===== src/hw/rtl/qwo_pkg.sv =====
// Package for the quantized wave oscillator: payload structs, register and
// shape codes, reset values and the control struct of the shared multiplier.
// No dependencies.
package qwo_pkg;

  localparam int PhaseBitsDefault = 32;
  localparam int StepW            = 31;
  localparam int VolW             = 15;
  localparam int GainW            = 16;
  localparam int SampleW          = 16;
  localparam int ProdShift        = 17;
  localparam int CfgIdxW          = 2;
  localparam int CfgDataW         = 16;

  // multiplier operand widths: first pass |L|*vol, second pass (|L|*vol)*gain
  localparam int MulAW   = 4 + VolW;
  localparam int MulBW   = GainW;
  localparam int MulProdW = MulAW + MulBW;

  localparam logic [1:0]       ShapeReset = 2'd1;
  localparam logic [GainW-1:0] GainReset  = 16'd19661;

  typedef enum logic [CfgIdxW-1:0] {
    REG_WAVE_SHAPE  = 2'd0,
    REG_OUTPUT_GAIN = 2'd1
  } cfg_reg_e;

  typedef enum logic [1:0] {
    SHAPE_TRIANGLE = 2'd0,
    SHAPE_SAW      = 2'd1,
    SHAPE_PULSE    = 2'd2
  } shape_e;

  typedef enum logic [2:0] {
    ST_IDLE,
    ST_MUL_VOL,
    ST_MUL_GAIN,
    ST_FINISH
  } state_e;

  typedef enum logic {
    MUL_SEL_VOL,
    MUL_SEL_GAIN
  } mul_sel_e;

  typedef struct packed {
    logic     en;
    mul_sel_e sel;
  } mul_ctrl_t;

  // level in eighths as sign and magnitude, magnitude 0..8
  typedef struct packed {
    logic       neg;
    logic [3:0] mag;
  } level_t;

  typedef struct packed {
    logic [StepW-1:0] phase_step;
    logic [VolW-1:0]  volume;
    logic             block_end;
  } in_t;

  typedef struct packed {
    logic signed [SampleW-1:0] sample;
    logic                      last;
  } out_t;

endpackage


===== src/hw/rtl/qwo_level.sv =====
// Waveform level former: maps the current phase and shape code to a level in
// eighths (-8..8) as sign and magnitude. Depends on qwo_pkg.
module qwo_level #(
  parameter int PHASE_BITS = qwo_pkg::PhaseBitsDefault
) (
  input  logic [PHASE_BITS-1:0] phase_i,
  input  logic [1:0]            shape_i,
  output qwo_pkg::level_t       level_o
);

  logic       top;
  logic [3:0] nib3;   // bits below the top bit
  logic [3:0] nib4;   // top four bits
  logic       rest;   // anything below the triangle's nibble
  logic [4:0] tri5;   // triangle level plus 8, 0..16

  assign top  = phase_i[PHASE_BITS-1];
  assign nib3 = phase_i[PHASE_BITS-2:PHASE_BITS-5];
  assign nib4 = phase_i[PHASE_BITS-1:PHASE_BITS-4];
  assign rest = |phase_i[PHASE_BITS-6:0];

  // below half: floor((half - low) / 2^(n-5)) = 16 - ceil(low / 2^(n-5))
  assign tri5 = top ? {1'b0, nib3} : (5'd16 - {1'b0, nib3} - {4'd0, rest});

  always_comb begin
    level_o = '0;
    case (shape_i)
      qwo_pkg::SHAPE_TRIANGLE: begin
        level_o.neg = (tri5 < 5'd8);
        level_o.mag = level_o.neg ? 4'(5'd8 - tri5) : 4'(tri5 - 5'd8);
      end
      qwo_pkg::SHAPE_SAW: begin
        level_o.neg = ~nib4[3];
        level_o.mag = level_o.neg ? (4'd8 - nib4) : (nib4 - 4'd8);
      end
      qwo_pkg::SHAPE_PULSE: begin
        level_o.neg = ~top;
        level_o.mag = 4'd8;
      end
      default: begin
        level_o = '0;
      end
    endcase
  end

endmodule


===== src/hw/rtl/qwo_mul_unit.sv =====
// Shared multiplier: two passes per sample, level magnitude by volume, then
// that product by the output gain, into one product register. Depends on qwo_pkg.
module qwo_mul_unit (
  input  logic                         clk_i,
  input  qwo_pkg::mul_ctrl_t           ctrl_i,
  input  logic [3:0]                   level_mag_i,
  input  logic [qwo_pkg::VolW-1:0]     volume_i,
  input  logic [qwo_pkg::GainW-1:0]    gain_i,
  output logic [qwo_pkg::MulProdW-1:0] prod_o
);

  logic [qwo_pkg::MulAW-1:0]    op_a;
  logic [qwo_pkg::MulBW-1:0]    op_b;
  logic [qwo_pkg::MulProdW-1:0] prod_d, prod_q;

  always_comb begin
    if (ctrl_i.sel == qwo_pkg::MUL_SEL_VOL) begin
      op_a = qwo_pkg::MulAW'(level_mag_i);
      op_b = qwo_pkg::MulBW'(volume_i);
    end else begin
      // feed back the first pass
      op_a = prod_q[qwo_pkg::MulAW-1:0];
      op_b = gain_i;
    end
    prod_d = qwo_pkg::MulProdW'(op_a) * qwo_pkg::MulProdW'(op_b);
  end

  always_ff @(posedge clk_i) begin
    if (ctrl_i.en) begin
      prod_q <= prod_d;
    end
  end

  assign prod_o = prod_q;

endmodule


===== src/hw/rtl/quantized_wave_oscillator.sv =====
// Top level of the quantized wave oscillator: sequencer, configuration
// registers, phase accumulator, saturation and output register.
// Depends on qwo_pkg, qwo_level and qwo_mul_unit.
//
// Each input word is one sample tick. The sample is formed from the phase as
// it stood before the tick, then the phase step is added (wrapping). For each
// word the level is registered as the word is accepted, one shared multiplier
// then runs two passes (level by volume, then by gain), and the finish state
// saturates the result into the output register and advances the phase.
// in_ready_o is high only while the sequencer is idle. The output register
// lets the next word start while a sample still waits to be taken; the
// finish state holds if that register is still full. Configuration writes are
// always accepted and take effect at once; shape code 3 gives silence.
module quantized_wave_oscillator #(
  parameter int PHASE_BITS = qwo_pkg::PhaseBitsDefault
) (
  input  logic                          clk_i,
  input  logic                          rst_ni,
  input  logic                          in_valid_i,
  output logic                          in_ready_o,
  input  qwo_pkg::in_t                  in_data_i,
  output logic                          out_valid_o,
  input  logic                          out_ready_i,
  output qwo_pkg::out_t                 out_data_o,
  input  logic                          cfg_valid_i,
  output logic                          cfg_ready_o,
  input  logic [qwo_pkg::CfgIdxW-1:0]   cfg_index_i,
  input  logic [qwo_pkg::CfgDataW-1:0]  cfg_data_i
);

  localparam int SumW = (PHASE_BITS > qwo_pkg::StepW) ? PHASE_BITS : qwo_pkg::StepW;
  localparam int UpW  = qwo_pkg::MulProdW + 1;

  qwo_pkg::state_e state_q, state_d;

  logic [1:0]                  shape_q;
  logic [qwo_pkg::GainW-1:0]   gain_q;
  logic [PHASE_BITS-1:0]       phase_q, phase_d;
  logic [qwo_pkg::StepW-1:0]   step_q;
  logic [qwo_pkg::VolW-1:0]    vol_q;
  logic                        last_q;
  qwo_pkg::level_t             level_q, level;
  logic                        out_valid_q;
  qwo_pkg::out_t               out_q;

  qwo_pkg::mul_ctrl_t           mul_ctrl;
  logic [qwo_pkg::MulProdW-1:0] prod;
  logic                         in_fire, finish, out_free;
  logic [SumW-1:0]              phase_sum;
  logic [UpW-1:0]               up_sum;
  logic [UpW-qwo_pkg::ProdShift-1:0]                 up_mag;
  logic [qwo_pkg::MulProdW-qwo_pkg::ProdShift-1:0]   dn_mag;
  logic signed [qwo_pkg::SampleW-1:0]                sample;

  qwo_level #(
    .PHASE_BITS(PHASE_BITS)
  ) u_level (
    .phase_i(phase_q),
    .shape_i(shape_q),
    .level_o(level)
  );

  qwo_mul_unit u_mul (
    .clk_i      (clk_i),
    .ctrl_i     (mul_ctrl),
    .level_mag_i(level_q.mag),
    .volume_i   (vol_q),
    .gain_i     (gain_q),
    .prod_o     (prod)
  );

  assign cfg_ready_o = 1'b1;
  assign out_free    = ~out_valid_q | out_ready_i;
  assign in_fire     = in_valid_i & in_ready_o;

  // sequencer
  always_comb begin
    state_d    = state_q;
    in_ready_o = 1'b0;
    finish     = 1'b0;
    mul_ctrl   = '{en: 1'b0, sel: qwo_pkg::MUL_SEL_VOL};
    case (state_q)
      qwo_pkg::ST_IDLE: begin
        in_ready_o = 1'b1;
        if (in_valid_i) begin
          state_d = qwo_pkg::ST_MUL_VOL;
        end
      end
      qwo_pkg::ST_MUL_VOL: begin
        mul_ctrl = '{en: 1'b1, sel: qwo_pkg::MUL_SEL_VOL};
        state_d  = qwo_pkg::ST_MUL_GAIN;
      end
      qwo_pkg::ST_MUL_GAIN: begin
        mul_ctrl = '{en: 1'b1, sel: qwo_pkg::MUL_SEL_GAIN};
        state_d  = qwo_pkg::ST_FINISH;
      end
      qwo_pkg::ST_FINISH: begin
        // hold until the output register can take the word
        if (out_free) begin
          finish  = 1'b1;
          state_d = qwo_pkg::ST_IDLE;
        end
      end
      default: begin
        state_d = qwo_pkg::ST_IDLE;
      end
    endcase
  end

  // floor shift by 17 and saturate; negative side rounds the magnitude up
  always_comb begin
    up_sum = UpW'(prod) + UpW'((1 << qwo_pkg::ProdShift) - 1);
    up_mag = up_sum[UpW-1:qwo_pkg::ProdShift];
    dn_mag = prod[qwo_pkg::MulProdW-1:qwo_pkg::ProdShift];
    if (level_q.neg) begin
      if (up_mag > (UpW-qwo_pkg::ProdShift)'(32768)) begin
        sample = 16'sh8000;
      end else begin
        sample = $signed(16'd0 - up_mag[qwo_pkg::SampleW-1:0]);
      end
    end else begin
      if (dn_mag > (qwo_pkg::MulProdW-qwo_pkg::ProdShift)'(32767)) begin
        sample = 16'sh7fff;
      end else begin
        sample = $signed(dn_mag[qwo_pkg::SampleW-1:0]);
      end
    end
  end

  assign phase_sum = SumW'(phase_q) + SumW'(step_q);
  assign phase_d   = finish ? phase_sum[PHASE_BITS-1:0] : phase_q;

  always_ff @(posedge clk_i or negedge rst_ni) begin
    if (!rst_ni) begin
      state_q     <= qwo_pkg::ST_IDLE;
      phase_q     <= '0;
      shape_q     <= qwo_pkg::ShapeReset;
      gain_q      <= qwo_pkg::GainReset;
      out_valid_q <= 1'b0;
    end else begin
      state_q <= state_d;
      phase_q <= phase_d;
      if (cfg_valid_i) begin
        case (cfg_index_i)
          qwo_pkg::REG_WAVE_SHAPE:  shape_q <= cfg_data_i[1:0];
          qwo_pkg::REG_OUTPUT_GAIN: gain_q  <= cfg_data_i;
          default: ;
        endcase
      end
      if (finish) begin
        out_valid_q <= 1'b1;
      end else if (out_ready_i) begin
        out_valid_q <= 1'b0;
      end
    end
  end

  // payload registers
  always_ff @(posedge clk_i) begin
    if (in_fire) begin
      step_q  <= in_data_i.phase_step;
      vol_q   <= in_data_i.volume;
      last_q  <= in_data_i.block_end;
      level_q <= level;
    end
    if (finish) begin
      out_q.sample <= sample;
      out_q.last   <= last_q;
    end
  end

  assign out_valid_o = out_valid_q;
  assign out_data_o  = out_q;

endmodule

===== config.mk =====
export PLATFORM = sky130hd
export DESIGN_NAME = quantized_wave_oscillator
export DESIGN_NICKNAME = d
export VERILOG_FILES = /design/src/hw/rtl/qwo_pkg.sv /design/src/hw/rtl/qwo_level.sv /design/src/hw/rtl/qwo_mul_unit.sv /design/src/hw/rtl/quantized_wave_oscillator.sv
export SDC_FILE = /design/constraint.sdc
export NUM_CORES = 1
export LEC_CHECK = 0
export BUFFER_PORTS_ARGS = -buffer_cell sky130_fd_sc_hd__buf_4
export CELL_PAD_IN_SITES_DETAIL_PLACEMENT = 0
export CELL_PAD_IN_SITES_GLOBAL_PLACEMENT = 1
export CORE_MARGIN = 5
export CORE_UTILIZATION = 25
export CTS_CLUSTER_DIAMETER = 50
export DETAILED_ROUTE_END_ITERATION = 8
export GPL_TIMING_DRIVEN = 1
export PLACE_DENSITY = 0.49
export SYNTH_ARGS = -nofsm -noshare
export SYNTH_HDL_FRONTEND = slang
export SYNTH_SLANG_ARGS = --single-unit

===== constraint.sdc =====
create_clock -name clk_i -period 8.3 [get_ports clk_i]
set_clock_uncertainty 0.1 [all_clocks]
set_input_delay 1.66 -clock clk_i [delete_from_list [all_inputs] [get_ports clk_i]]
set_output_delay 1.66 -clock clk_i [all_outputs]
set_load 0.005 [all_outputs]

== Word level (Yosys, flattened, before mapping) ==
Index checks and enable logic that the tools add are counted.
Operators by class
  add/sub/neg operators: 9
  multipliers: 1
  order comparisons: 3
  equal/unequal tests: 8
  multiplexer cells: 18
  bitwise logic cells: 4
  reductions and logical operators: 8
Operator list (number)
  $mux W16: 4
  $add A35 B17 Y36 const B: 1
  $mul A19 B16 Y35: 1
  $add A32 B31 Y32: 1
  $reduce_or A27 Y1: 1
  $gt A19 B16 Y1 const B: 1
  $mux W19: 1
  $gt A18 B15 Y1 const B: 1
  $sub A1 B16 Y16 const A: 1
  $pmux W5 S3: 1
  $pmux W3 S4: 1
  $mux W4: 2
  $sub A4 B4 Y4 const A: 2
  $sub A4 B4 Y4 const B: 2
  $eq A3 B2 Y1 const B: 2
  $mux W3: 2
  $reduce_and A2 Y1: 3
  $lt A5 B4 Y1 const B: 1
  $mux W1: 5
  $mux W5: 1
  $sub A5 B1 Y5: 1
  $sub A5 B4 Y5 const A: 1
  $eq A2 B1 Y1 const B: 2
  $logic_not A2 Y1: 2
  other kinds (9): 11
Word-level totals
  register bits after elaboration: 158
  bits of input ports: 70
  logic and storage cells: 64

== Logic depth before layout (Yosys ltp) ==
Gate-level depths: netlist of the first run.
  depth in word-level cells: 6
  depth in mapped cells: 29

== By module ==
Synthesis of the first run repeated with hierarchy kept, for this count alone.
Second synthesis, totals
  cells, all modules: 1886
  area total of the unflattened synthesis: 18280.0 sq um
Modules (own cells, without submodules)
  qwo_mul_unit: instances 1, cells an instance 1239, area an instance 11342.1 sq um
  quantized_wave_oscillator: instances 1, cells an instance 583, area an instance 6466.2 sq um
  qwo_level: instances 1, cells an instance 64, area an instance 471.7 sq um

== Least setup slack after synthesis of the first run ==
OpenSTA, ideal clock, no wires.
  path type: reg2reg
  from: register state_q[0]
  to: register u_mul.prod_q (netlist bit u_mul.prod_o[33]), data pin
  arrival: 7006 ps
  data required time: 7925 ps
  setup slack: 919 ps
  cell stages (with the launch flop): 27
  cell sequence: dfrtp_1 -> inv_1 -> ha_1 -> clkbuf_1 -> mux2i_1 -> clkbuf_1 -> nor2_1 -> fa_1 -> inv_1 -> fa_1 -> fa_1 -> inv_1 -> fa_1 -> fa_1 -> inv_1 -> fa_1 -> inv_1 -> ha_1 -> o211ai_1 -> a22oi_1 -> o21ai_2 -> o41a_1 -> o21ai_1 -> nand4_1 -> o21ai_2 -> o211a_1 -> o311ai_1
On the way
  cells in the longest elaborated chain, start to end: 4
  elaborated cells on any way between the ends: 6
Ends and longest elaborated chain
  start, declared: RTL line quantized_wave_oscillator.sv:34  | qwo_pkg::state_e state_q, state_d;
  start signal, assigned: RTL line quantized_wave_oscillator.sv:135  | state_q <= qwo_pkg::ST_IDLE;
  start signal, assigned: RTL line quantized_wave_oscillator.sv:141  | state_q <= state_d;
  $eq A3 B2 Y1 or $eq A3 B1 Y1 (tied branches): RTL line quantized_wave_oscillator.sv:82  | case (state_q)
  $pmux W2 S2 *: RTL line quantized_wave_oscillator.sv:82
  $mux W19 or $mux W16 (tied branches): RTL line qwo_mul_unit.sv:17  | if (ctrl_i.sel == qwo_pkg::MUL_SEL_VOL) begin
  $mul A19 B16 Y35 *: RTL line qwo_mul_unit.sv:25  | prod_d = qwo_pkg::MulProdW'(op_a) * qwo_pkg::MulProdW'(op_b);
  named net u_mul.prod_d (one bit): RTL line qwo_mul_unit.sv:14  | logic [qwo_pkg::MulProdW-1:0] prod_d, prod_q;
  end signal, assigned: RTL line qwo_mul_unit.sv:30  | prod_q <= prod_d;
  end, declared: RTL line qwo_mul_unit.sv:14
Mark *: on every way through the listed nets, which the timed path passes. The rest lies on a longest branch.
A chain may end at the register's enable or synchronous reset.

== Worst setup path after layout of the first run ==
  from: register state_q[0]
  to: register u_mul.prod_q (netlist bit u_mul.prod_o[34]), data pin
The elaborated chain is that of the path after synthesis.

==> results.md, run 1 <==
- The number of cell rows is slightly below 100.
- The number of optimization iterations in the first detailed-route pass is 5.
- Global routing consumed, over all layers together, between 10% and 20% of the routing resources.
- The leading cell type in the layout, fill and taps excluded is sky130_fd_sc_hd__inv_1.
- In the routed design, unresolved DRC markers number 0.
- The fmax is ~0.13 GHz.
- The total wire length after detailed routing is between 50,000 and 60,000 um.
- Buffers inserted during clock tree synthesis total 17.
- The flop-to-flop setup slack is about 0.58 ns.
- The required time reported for the critical path endpoint is between 8 and 9 ns.
- The sum of overflow across all layers after global routing is 0.
- For this design the top-level I/O count stands at 90.
- The region available for standard cell placement spans just over 70,000 um2.
- The number of violations reported at the end of detailed-routing iteration 0 is about 760.
- The number of hold violations in the final report is 0.
- The shortest clock period the worst path allows after layout is roughly 7.7 ns.
- Clock latency on the worst-skew pair, taken at its later pin, is about 0.48 ns.
- The run finished with clean final reports.
- The post-cts hold buffer count is 0.
- TritonCTS built the clock tree.
- The number of buffers added on ports is between 80 and 90.
- The wire length of the first global-routing pass is around 90,000 um.
- In the synthesized netlist the async set-or-reset flop fraction comes to roughly a third.
- STA classifies the critical path startpoint as a flip-flop.
- The cell taking the most area after synthesis is sky130_fd_sc_hd__fa_1.
- The number of antenna violations at the first check in global routing is 2.
- In the final timing run, aggregate negative setup slack is 0 ns.
- The Yosys step of the flow raised 0 warnings.
- Sorting the synthesized cells by area gives the leading types as sky130_fd_sc_hd__fa_1, sky130_fd_sc_hd__edfxtp_1, sky130_fd_sc_hd__ha_1.
- The count of antenna diodes in the layout is 0.
- Setup violations remaining at the end of the flow were counted as 0.
- The cell sitting at the root of the clock tree is a sky130_fd_sc_hd__clkbuf_16.
- The worst path uses between 90% and 100% of the clock period.
- The per-cell routed wire length is 20.06 um.
- The buffer depth of the longest clock path is 2.
- The data arrival time of the critical path is just under 8 ns.
- The initial core utilization is 25.10%.
- The final count of pins violating max slew is 0.
- Synthesis produced a netlist with a net count of approximately 2,300.
- The worst-case headroom to the max-slew limit is about 32%.
- Yosys mapped a number of flops with a built-in enable equal to 104.
- The number of cell instances on the worst register-to-register path is 26.
- The fraction of final layout cells with drive strength greater than 1 is ~12%.
- The net count of the finished layout is between 2,000 and 2,500.
- The number of cells on the worst hold path is 0.
- The maximum number of pins on one net before global-route repair is 63.
- The beginning of the worst register-to-register path is state_q[0].
- The measured slew at the worst slew-check pin is between 1 and 1.5 ns.
- Dividing the detail-routed via count by the number of cells gives around 4.6.
- The critical path contains buffers and inverters numbering 7 combined.
- STA classifies the critical path endpoint as a flip-flop.
- The origin of the worst min-delay path is last_q.
- The number of cells produced by synthesis is around 1,900.
- In this run, synthesis produced a sequential element count of ~160.
- Clock tree synthesis found a total of 157 sinks.
- The layout filler cell count is between 7,000 and 8,000.
- The biggest cell delay along the critical path is 0.61 ns.
- In this run the post-CTS setup repair buffer count came out at 0.
- The worst register-to-register path ends at u_mul.prod_o[34].
- The count of H-tree levels built during CTS is 4.
- The predominant post-synthesis flop cell is sky130_fd_sc_hd__edfxtp_1.
- Detailed placement ended at an HPWL of 48,190 um.
- The endpoint with the worst hold slack is out_data_o[0].
- The area of the die is just under 80,000 um2.
- The global placement routability congestion is about 0.85.
- Setup repair after global routing left no endpoint under its margin.
- The count of nets left with antenna violations once routing finished came out at 0.
- Dividing the synthesized area by the synthesized cell count gives 9.573 um2.
- The number of library cell types mapped by synthesis is 73.
- The highest-delay cell along the critical path is sky130_fd_sc_hd__fa_1.
- Leaving out fill and tap cells, the most frequent cells in the layout are sky130_fd_sc_hd__inv_1, sky130_fd_sc_hd__nand2_1, sky130_fd_sc_hd__fa_1, sky130_fd_sc_hd__nor2_1, sky130_fd_sc_hd__ha_1.
- The register area share after synthesis is 24.98%.
- The setup path with the least slack is of type reg -> reg.
- The vertical die dimension is around 280 um.
- The class of the tightest hold or removal check is reg -> reg.
- The kind of cell with the highest combined delay along the critical path is adder cells.
- The floorplan step set the die width to around 280 um.
- In this run the cell area of the synthesized design comes to 17,850 um2.
- The final route contains 13,370 vias.
- In this run the worst path has a maximum fanout of 29.
- Across the run, the number of max-cap violations was 0.
- After clock tree synthesis, the clock-pin slew on the worst setup and hold paths is ~0.070 ns.
- The area growth from synthesis to layout is 14.50%.
- Summed over its instances, the top area cell type makes up between 20% and 30% of the synthesized netlist area.
- The via count of the first global-routing pass is about 14,000.
- After clock tree synthesis, the repair step resized 0 gates.
## cells in the mapped netlist, types with 5 or more instances
master / n
sky130_fd_sc_hd__inv_1: 296
sky130_fd_sc_hd__nand2_1: 261
sky130_fd_sc_hd__fa_1: 237
sky130_fd_sc_hd__nor2_1: 190
sky130_fd_sc_hd__ha_1: 151
sky130_fd_sc_hd__edfxtp_1: 104
sky130_fd_sc_hd__a21oi_1: 67
sky130_fd_sc_hd__o21ai_0: 66
sky130_fd_sc_hd__clkbuf_1: 57
sky130_fd_sc_hd__dfrtp_1: 44
sky130_fd_sc_hd__mux2_2: 38
sky130_fd_sc_hd__xnor2_1: 38
sky130_fd_sc_hd__mux2i_1: 22
sky130_fd_sc_hd__a21o_1: 21
sky130_fd_sc_hd__and2_1: 21
sky130_fd_sc_hd__nand3_1: 21
sky130_fd_sc_hd__xor2_1: 21
sky130_fd_sc_hd__and3_1: 19
sky130_fd_sc_hd__a211oi_1: 13
sky130_fd_sc_hd__nand2b_1: 13
sky130_fd_sc_hd__nor4_1: 11
sky130_fd_sc_hd__nor3_1: 10
sky130_fd_sc_hd__dfstp_2: 9
sky130_fd_sc_hd__o21ai_1: 9
sky130_fd_sc_hd__o31ai_1: 9
sky130_fd_sc_hd__a31oi_1: 8
sky130_fd_sc_hd__nor2b_1: 8
sky130_fd_sc_hd__o21a_1: 8
sky130_fd_sc_hd__o22ai_1: 7
sky130_fd_sc_hd__nand4_1: 6
sky130_fd_sc_hd__a211o_1: 5
sky130_fd_sc_hd__o21bai_1: 5
## through the flow
stage	util [%]	setup slack, ns	cell area (um2)	cells	hold slack [ns]
2_1_floorplan	-	0.9192	17850	1865	0.3003
3_3_place_gp	27.95	0.5438	19880	2894	0.3045
3_5_place_dp	27.95	0.4710	19880	2894	0.3155
4_1_cts	28.74	0.5109	20440	2926	0.3334
5_1_grt	28.74	0.1049	20440	2927	0.3388
6_report	28.74	0.5831	20440	2927	0.3267
## registers in the layout, summed over array words and instances (netlist names)
name,cells
state_q,2
gain_q,16
u_mul.prod_o,35
vol_q,15
phase_q,32
last_q,1
step_q,31
out_valid_o,1
out_data_o,17
level_q,5
shape_q,2
## cells by family after synthesis
| group | after synthesis | synth area share [%] |
|---|---|---|
| and+or+nand+nor | 580 | 14.02 |
| AOI/OAI and AO/OA | 263 | 9.713 |
| buffers and inverters | 357 | 7.576 |
| adders and majority gates | 388 | 37.16 |
| muxes | 60 | 3.630 |
| DFF | 157 | 24.98 |
| other | 1 | 0.02100 |
| xor gates and xnor gates | 59 | 2.894 |
## worst max-delay path by stage
stage | from | end | slack, ns | depth (start not counted)
after global placement | state_q[0] | u_mul.prod_o[33] | 0.54 | 26
after detailed placement | state_q[0] | u_mul.prod_o[33] | 0.47 | 26
after floorplan | state_q[0] | u_mul.prod_o[33] | 0.92 | 26
after CTS | state_q[0] | u_mul.prod_o[33] | 0.51 | 26
after global routing | state_q[0] | u_mul.prod_o[33] | 0.10 | 26
final | state_q[0] | u_mul.prod_o[34] | 0.58 | 26
## area by class of cell
cell class | instances | area [um2] | area share, %
Inverter | 296 | 1111 | 5.435
Timing Repair Buffer | 141 | 1081 | 5.288
Clock buffer | 22 | 475.5 | 2.326
Sequential cell | 157 | 4461 | 21.82
Tap cell | 950 | 1189 | 5.815
Clock inverter | 10 | 81.33 | 0.3978
Multi-Input combinational cell | 1351 | 12040 | 58.92
## metal layers
metal / GRT usage [%] / part of all wire, %
met1: 21.06 / 47
met2: 25.58 / 48
met3: 2.706 / 3.9
met4: 2.650 / 1.1
met5: 0 / 0.020
Power of run 1 is not shown: default switching activity piles up to over one toggle a cycle in this logic, so the estimate is an artifact.
==> run 2: changes to the inputs <==
--- a/config.mk
+++ b/config.mk
@@ -5,15 +5,16 @@
 export SDC_FILE = /design/constraint.sdc
 export NUM_CORES = 1
 export LEC_CHECK = 0
+export ABC_AREA = 1
 export BUFFER_PORTS_ARGS = -buffer_cell sky130_fd_sc_hd__buf_4
 export CELL_PAD_IN_SITES_DETAIL_PLACEMENT = 0
 export CELL_PAD_IN_SITES_GLOBAL_PLACEMENT = 1
 export CORE_MARGIN = 5
-export CORE_UTILIZATION = 25
+export CORE_UTILIZATION = 49
 export CTS_CLUSTER_DIAMETER = 50
 export DETAILED_ROUTE_END_ITERATION = 8
 export GPL_TIMING_DRIVEN = 1
-export PLACE_DENSITY = 0.49
+export PLACE_DENSITY = 0.85
 export SYNTH_ARGS = -nofsm -noshare
 export SYNTH_HDL_FRONTEND = slang
 export SYNTH_SLANG_ARGS = --single-unit
==> run 2 against run 1 <==
  * Register-to-register slack gained 0.28 ns
  * Non-clock buffer count shrank 16
  * Synthesized area grew 5.3%
  * Sequential share of layout area shrank 0.33 points
  * Critical endpoint is now u_mul.prod_o[31]
  * Synthesized cell count grew 23%
  * Maximum frequency grew 3.7%
  * Routed wire length shrank 9.5%
  * Global-route usage grew 11 points
  * First-iteration DRC count grew 39%
  * Count of clock-buffer cells in the layout shrank 2
  * Largest cell class unchanged
  * Via count grew 15%
  * Setup slack gained 0.28 ns
==> results.md, run 2 <==
- The die width came to 205.9 um (was 277.2 um).
- The leading cell type in the layout, fill and taps excluded is sky130_fd_sc_hd__nand2_1 (was sky130_fd_sc_hd__inv_1).
- The per-cell routed wire length is 18.24 um (was 20.06 um).
- The number of clock sinks seen by CTS is 157 (unchanged).
- Most frequent cells after synthesis: sky130_fd_sc_hd__nand2_1, sky130_fd_sc_hd__inv_1, sky130_fd_sc_hd__nor2_1 (was sky130_fd_sc_hd__inv_1, sky130_fd_sc_hd__nand2_1, sky130_fd_sc_hd__fa_1).
- The wire length of the first global-routing pass is 85,300 um (was 89,490 um).
- The clock latency reported for the late side of the worst-skew pair is 0.45 ns (was 0.48 ns).
- The post-CTS setup-driven buffer insertion count was 0 (unchanged).
- The fraction of final layout cells with drive strength greater than 1 came to 9.163% (was 12.39%).
- The total CTS buffers is 17 (unchanged).
- The number of cells produced by synthesis is 2,289 (was 1,865).
- The setup total negative slack is 0 ns (unchanged).
- The fraction of synthesized cell area taken by the top area cell type is 25.24% (was 26.58%).
- The clock root buffer is sky130_fd_sc_hd__clkbuf_16 (unchanged).
- The flop-to-flop setup slack is 0.86 ns (was 0.58 ns).
- The via count of the first global-routing pass was 15,630 (was 14,040).
- The placeable core region is 37,760 um2 (was 71,120 um2).
- The area of the die is 42,380 um2 (was 76,860 um2).
- The cell taking the most area after synthesis is sky130_fd_sc_hd__fa_1 (unchanged).
- The total number of vias is 15,400 (was 13,370).
- The data arrival time of the critical path is 7.56 ns (was 7.84 ns).
- The highest net fanout along the worst path is 30 (was 29).
- The number of hold violations in the final report came to 0 (unchanged).
- The predominant post-synthesis flop cell is sky130_fd_sc_hd__edfxtp_1 (unchanged).
- The initial core utilization is 49.79% (was 25.10%).
- The number of cell instances on the worst register-to-register path is 26 (unchanged).
- The layout filler cell count is 3,619 (was 7,615).
- The post-cts hold buffer count came to 0 (unchanged).
- The area growth from synthesis to layout is 10.44% (was 14.50%).
- The clock edge transition at the registers on the reported setup and hold paths was 0.08 ns (was 0.07 ns).
- The worst-case headroom to the max-slew limit is 25.19% (was 32.21%).
- The number of violations reported at the end of detailed-routing iteration 0 is 1,056 (was 762).
- The async set or reset register ratio after synthesis is 33.76% (unchanged).
- The shortest clock period the worst path allows after layout is 7.442 ns (was 7.717 ns).
- The critical path launch point was state_q[0] (unchanged).
- The buffer depth of the longest clock path is 2 (unchanged).
- The final period utilization is 89.66% (was 92.98%).
- The netlist area before placement is 18,800 um2 (was 17,850 um2).
- The half-perimeter wire length after detailed placement is 43,640 um (was 48,190 um).
- The required time reported for the critical path endpoint is 8.41 ns (was 8.43 ns).
- The endpoint kind of the worst setup timing path is a flip-flop (unchanged).
- The beginning of the worst register-to-register path is state_q[0] (unchanged).
- The sequential cell area is 4461 um2 (unchanged).
- The sum of overflow across all layers after global routing was 0 (unchanged).
- The final count of pins violating max slew is 0 (unchanged).
- The maximum number of pins on one net before global-route repair was 54 (was 63).
- The number of antenna violations at the first check in global routing is 0 (was 2).
- The post-synthesis sequential element count is 157 (unchanged).
- The clock tree from TritonCTS was done (unchanged).
- The final routed DRC violation total is 0 (unchanged).
- The fmax is 0.1344 GHz (was 0.1296 GHz).
- Setup repair after global routing missed its margin: no (unchanged).
- The endpoint of the worst-slack reg-to-reg timing path is u_mul.prod_o[31] (was u_mul.prod_o[34]).
- The number of buffers added on ports is 88 (unchanged).
- The total track usage is 25.85% (was 15.27%).
- The number of flops mapped to enable cells by yosys is 104 (unchanged).
- The max-capacitance violation count is 0 (unchanged).
- The vertical die dimension is 205.9 um (was 277.2 um).
- The number of failing setup endpoints in the final timing report came to 0 (unchanged).
- The I/O pin count is 90 (unchanged).
- The number of library cell types mapped by synthesis is 52 (was 73).
- The synthesized net count came to 2,747 (was 2,323).
- The count of synthesis-stage warnings from yosys came to 0 (unchanged).
- The ratio of routed vias to standard cells was 5.289 (was 4.567).
- The mean post-synth cell area is 8.212 um2 (was 9.573 um2).
- The number of flip-flops in the largest register is 35 (unchanged).
- The net count of the finished layout was 2,846 (was 2,422).
- Outcome: finished, final reports clean (unchanged).
- The class of the tightest hold or removal check is reg -> reg (unchanged).
- The count of antenna diodes in the layout came to 0 (unchanged).
- The kind of launch point of the worst setup path is a flip-flop (unchanged).
- The measured slew at the worst slew-check pin came to 1.121 ns (was 1.014 ns).
- The number of cell rows came to 71 (was 98).
- Commonest non-fill, non-tap cells in the layout: sky130_fd_sc_hd__nand2_1, sky130_fd_sc_hd__inv_1, sky130_fd_sc_hd__nor2_1, sky130_fd_sc_hd__fa_1, sky130_fd_sc_hd__ha_1 (was sky130_fd_sc_hd__inv_1, sky130_fd_sc_hd__nand2_1, sky130_fd_sc_hd__fa_1, sky130_fd_sc_hd__nor2_1, sky130_fd_sc_hd__ha_1).
- Leading post-synthesis cells by cell area: sky130_fd_sc_hd__fa_1, sky130_fd_sc_hd__edfxtp_1, sky130_fd_sc_hd__nand2_1 (was sky130_fd_sc_hd__fa_1, sky130_fd_sc_hd__edfxtp_1, sky130_fd_sc_hd__ha_1).
- The count of H-tree levels built during CTS is 4 (unchanged).
- The area occupied by multi-input gates came to 12,430 um2 (was 12,040 um2).
- The number of optimization iterations in the first detailed-route pass was 6 (was 5).
- The register area share after synthesis is 23.73% (was 24.98%).
- The remaining antenna violation count after routing was 0 (unchanged).
- The total wire length after detailed routing came to 53,120 um (was 58,700 um).
- The critical path endpoint is u_mul.prod_o[31] (was u_mul.prod_o[34]).
- The global placement routability congestion is 1.010 (was 0.8514).
- The leading cell type by number of instances after synthesis is sky130_fd_sc_hd__nand2_1 (was sky130_fd_sc_hd__inv_1).
- The category of the most critical setup path is reg -> reg (unchanged).
-- run 2: cell count changes in the layout (fill, tap and decap cells not counted), moves of 15 or more --
cell / previous run / this run
sky130_fd_sc_hd__nor2_1: 190 / 263
sky130_fd_sc_hd__and3_1: 19 / 0
sky130_fd_sc_hd__inv_1: 296 / 431
sky130_fd_sc_hd__clkinv_1: 0 / 16
sky130_fd_sc_hd__and2_1: 20 / 3
sky130_fd_sc_hd__nand4_1: 6 / 21
sky130_fd_sc_hd__mux2i_1: 22 / 0
sky130_fd_sc_hd__xnor2_1: 38 / 21
sky130_fd_sc_hd__mux2_2: 38 / 12
sky130_fd_sc_hd__nand3_1: 21 / 72
sky130_fd_sc_hd__nand2_1: 260 / 519
sky130_fd_sc_hd__o21ai_0: 66 / 100
-- run 2: cell families (layout without fill, tap and decap cells) --
| group | Yosys count | count (layout) | synth area share (%) |
|---|---|---|---|
| adders and majority gates | 388 | 388 | 35.29 |
| DFF | 157 | 157 | 23.73 |
| other | 1 | 1 | 0.01995 |
| muxes | 12 | 12 | 0.7189 |
| xor gates and xnor gates | 52 | 52 | 2.423 |
| AOI/OAI and AO/OA | 236 | 236 | 6.929 |
| and+or+nand+nor | 942 | 942 | 20.73 |
| buffers and inverters | 501 | 613 | 10.15 |
-- run 2: worst min-delay path by stage --
| stage | start | endpoint | slack (ns) | cells past startpoint |
|---|---|---|---|---|
| after floorplan | last_q | out_data_o[0] | 0.30 | 0 |
| after global placement | last_q | out_data_o[0] | 0.30 | 0 |
| after detailed placement | last_q | out_data_o[0] | 0.31 | 0 |
| after CTS | last_q | out_data_o[0] | 0.33 | 0 |
| after global routing | last_q | out_data_o[0] | 0.36 | 0 |
| final | last_q | out_data_o[0] | 0.32 | 0 |
-- run 2: through the flow --
step                std cells  hold WS (ns)  setup WS (ns)  area [um2]  utilization [%]
detailed placement       2880        0.3116         0.5576       20180            53.44
floorplan                2289        0.3003          1.276       18800                -
finish                   2912        0.3249         0.8581       20760            54.98
global placement         2880        0.3016         0.7125       20180            53.44
CTS                      2912        0.3284         0.5549       20760            54.98
global route             2912        0.3560         0.3387       20760            54.98
-- run 2: metal layers --
metal / wire length (um) / up-vias / global-route usage (%)
li1: - / 7316 / -
met1: 23280 / 7514 / 35.39
met2: 24880 / 502 / 42.25
met3: 3695 / 69 / 5.429
met4: 1271 / 0 / 6.725
met5: 0 / - / 0
-- run 2: worst max-delay path, cell delays in order, from the launching register on --
cell and delay (ns):
sky130_fd_sc_hd__dfrtp_1 0.39, sky130_fd_sc_hd__inv_1 0.09, sky130_fd_sc_hd__ha_2 0.34, sky130_fd_sc_hd__o21ai_0 0.65, sky130_fd_sc_hd__inv_1 0.47, sky130_fd_sc_hd__nor2_1 0.26
sky130_fd_sc_hd__fa_1 0.44, sky130_fd_sc_hd__inv_1 0.09, sky130_fd_sc_hd__fa_1 0.42, sky130_fd_sc_hd__fa_1 0.52, sky130_fd_sc_hd__inv_1 0.05, sky130_fd_sc_hd__fa_1 0.47
sky130_fd_sc_hd__fa_1 0.54, sky130_fd_sc_hd__inv_1 0.05, sky130_fd_sc_hd__fa_1 0.52, sky130_fd_sc_hd__inv_1 0.04, sky130_fd_sc_hd__ha_1 0.35, sky130_fd_sc_hd__nand2_1 0.14
sky130_fd_sc_hd__nor2_1 0.14, sky130_fd_sc_hd__nand2_1 0.07, sky130_fd_sc_hd__o211ai_1 0.28, sky130_fd_sc_hd__a21oi_1 0.15, sky130_fd_sc_hd__o21ai_0 0.21, sky130_fd_sc_hd__buf_4 0.16
sky130_fd_sc_hd__nand3b_1 0.10, sky130_fd_sc_hd__nand3_1 0.08, sky130_fd_sc_hd__nand2_1 0.05
-- run 2: layout make-up --
cell class,instances,area share (%)
clock buffer,20,2.152
clock inverter,12,0.6329
inverter,456,8.245
multi-input combinational,1631,59.88
sequential,157,21.49
tap,511,3.080
timing repair buffer,125,4.521
-- run 2: what timing repair did --
| action | CTS | global route |
|---|---|---|
| endpoints found under the setup margin | 0 | 1 |
| gates resized for setup | 0 | 1 |
| endpoints found under the hold margin | 0 | 0 |
Power of run 2 is left out for the same reason.
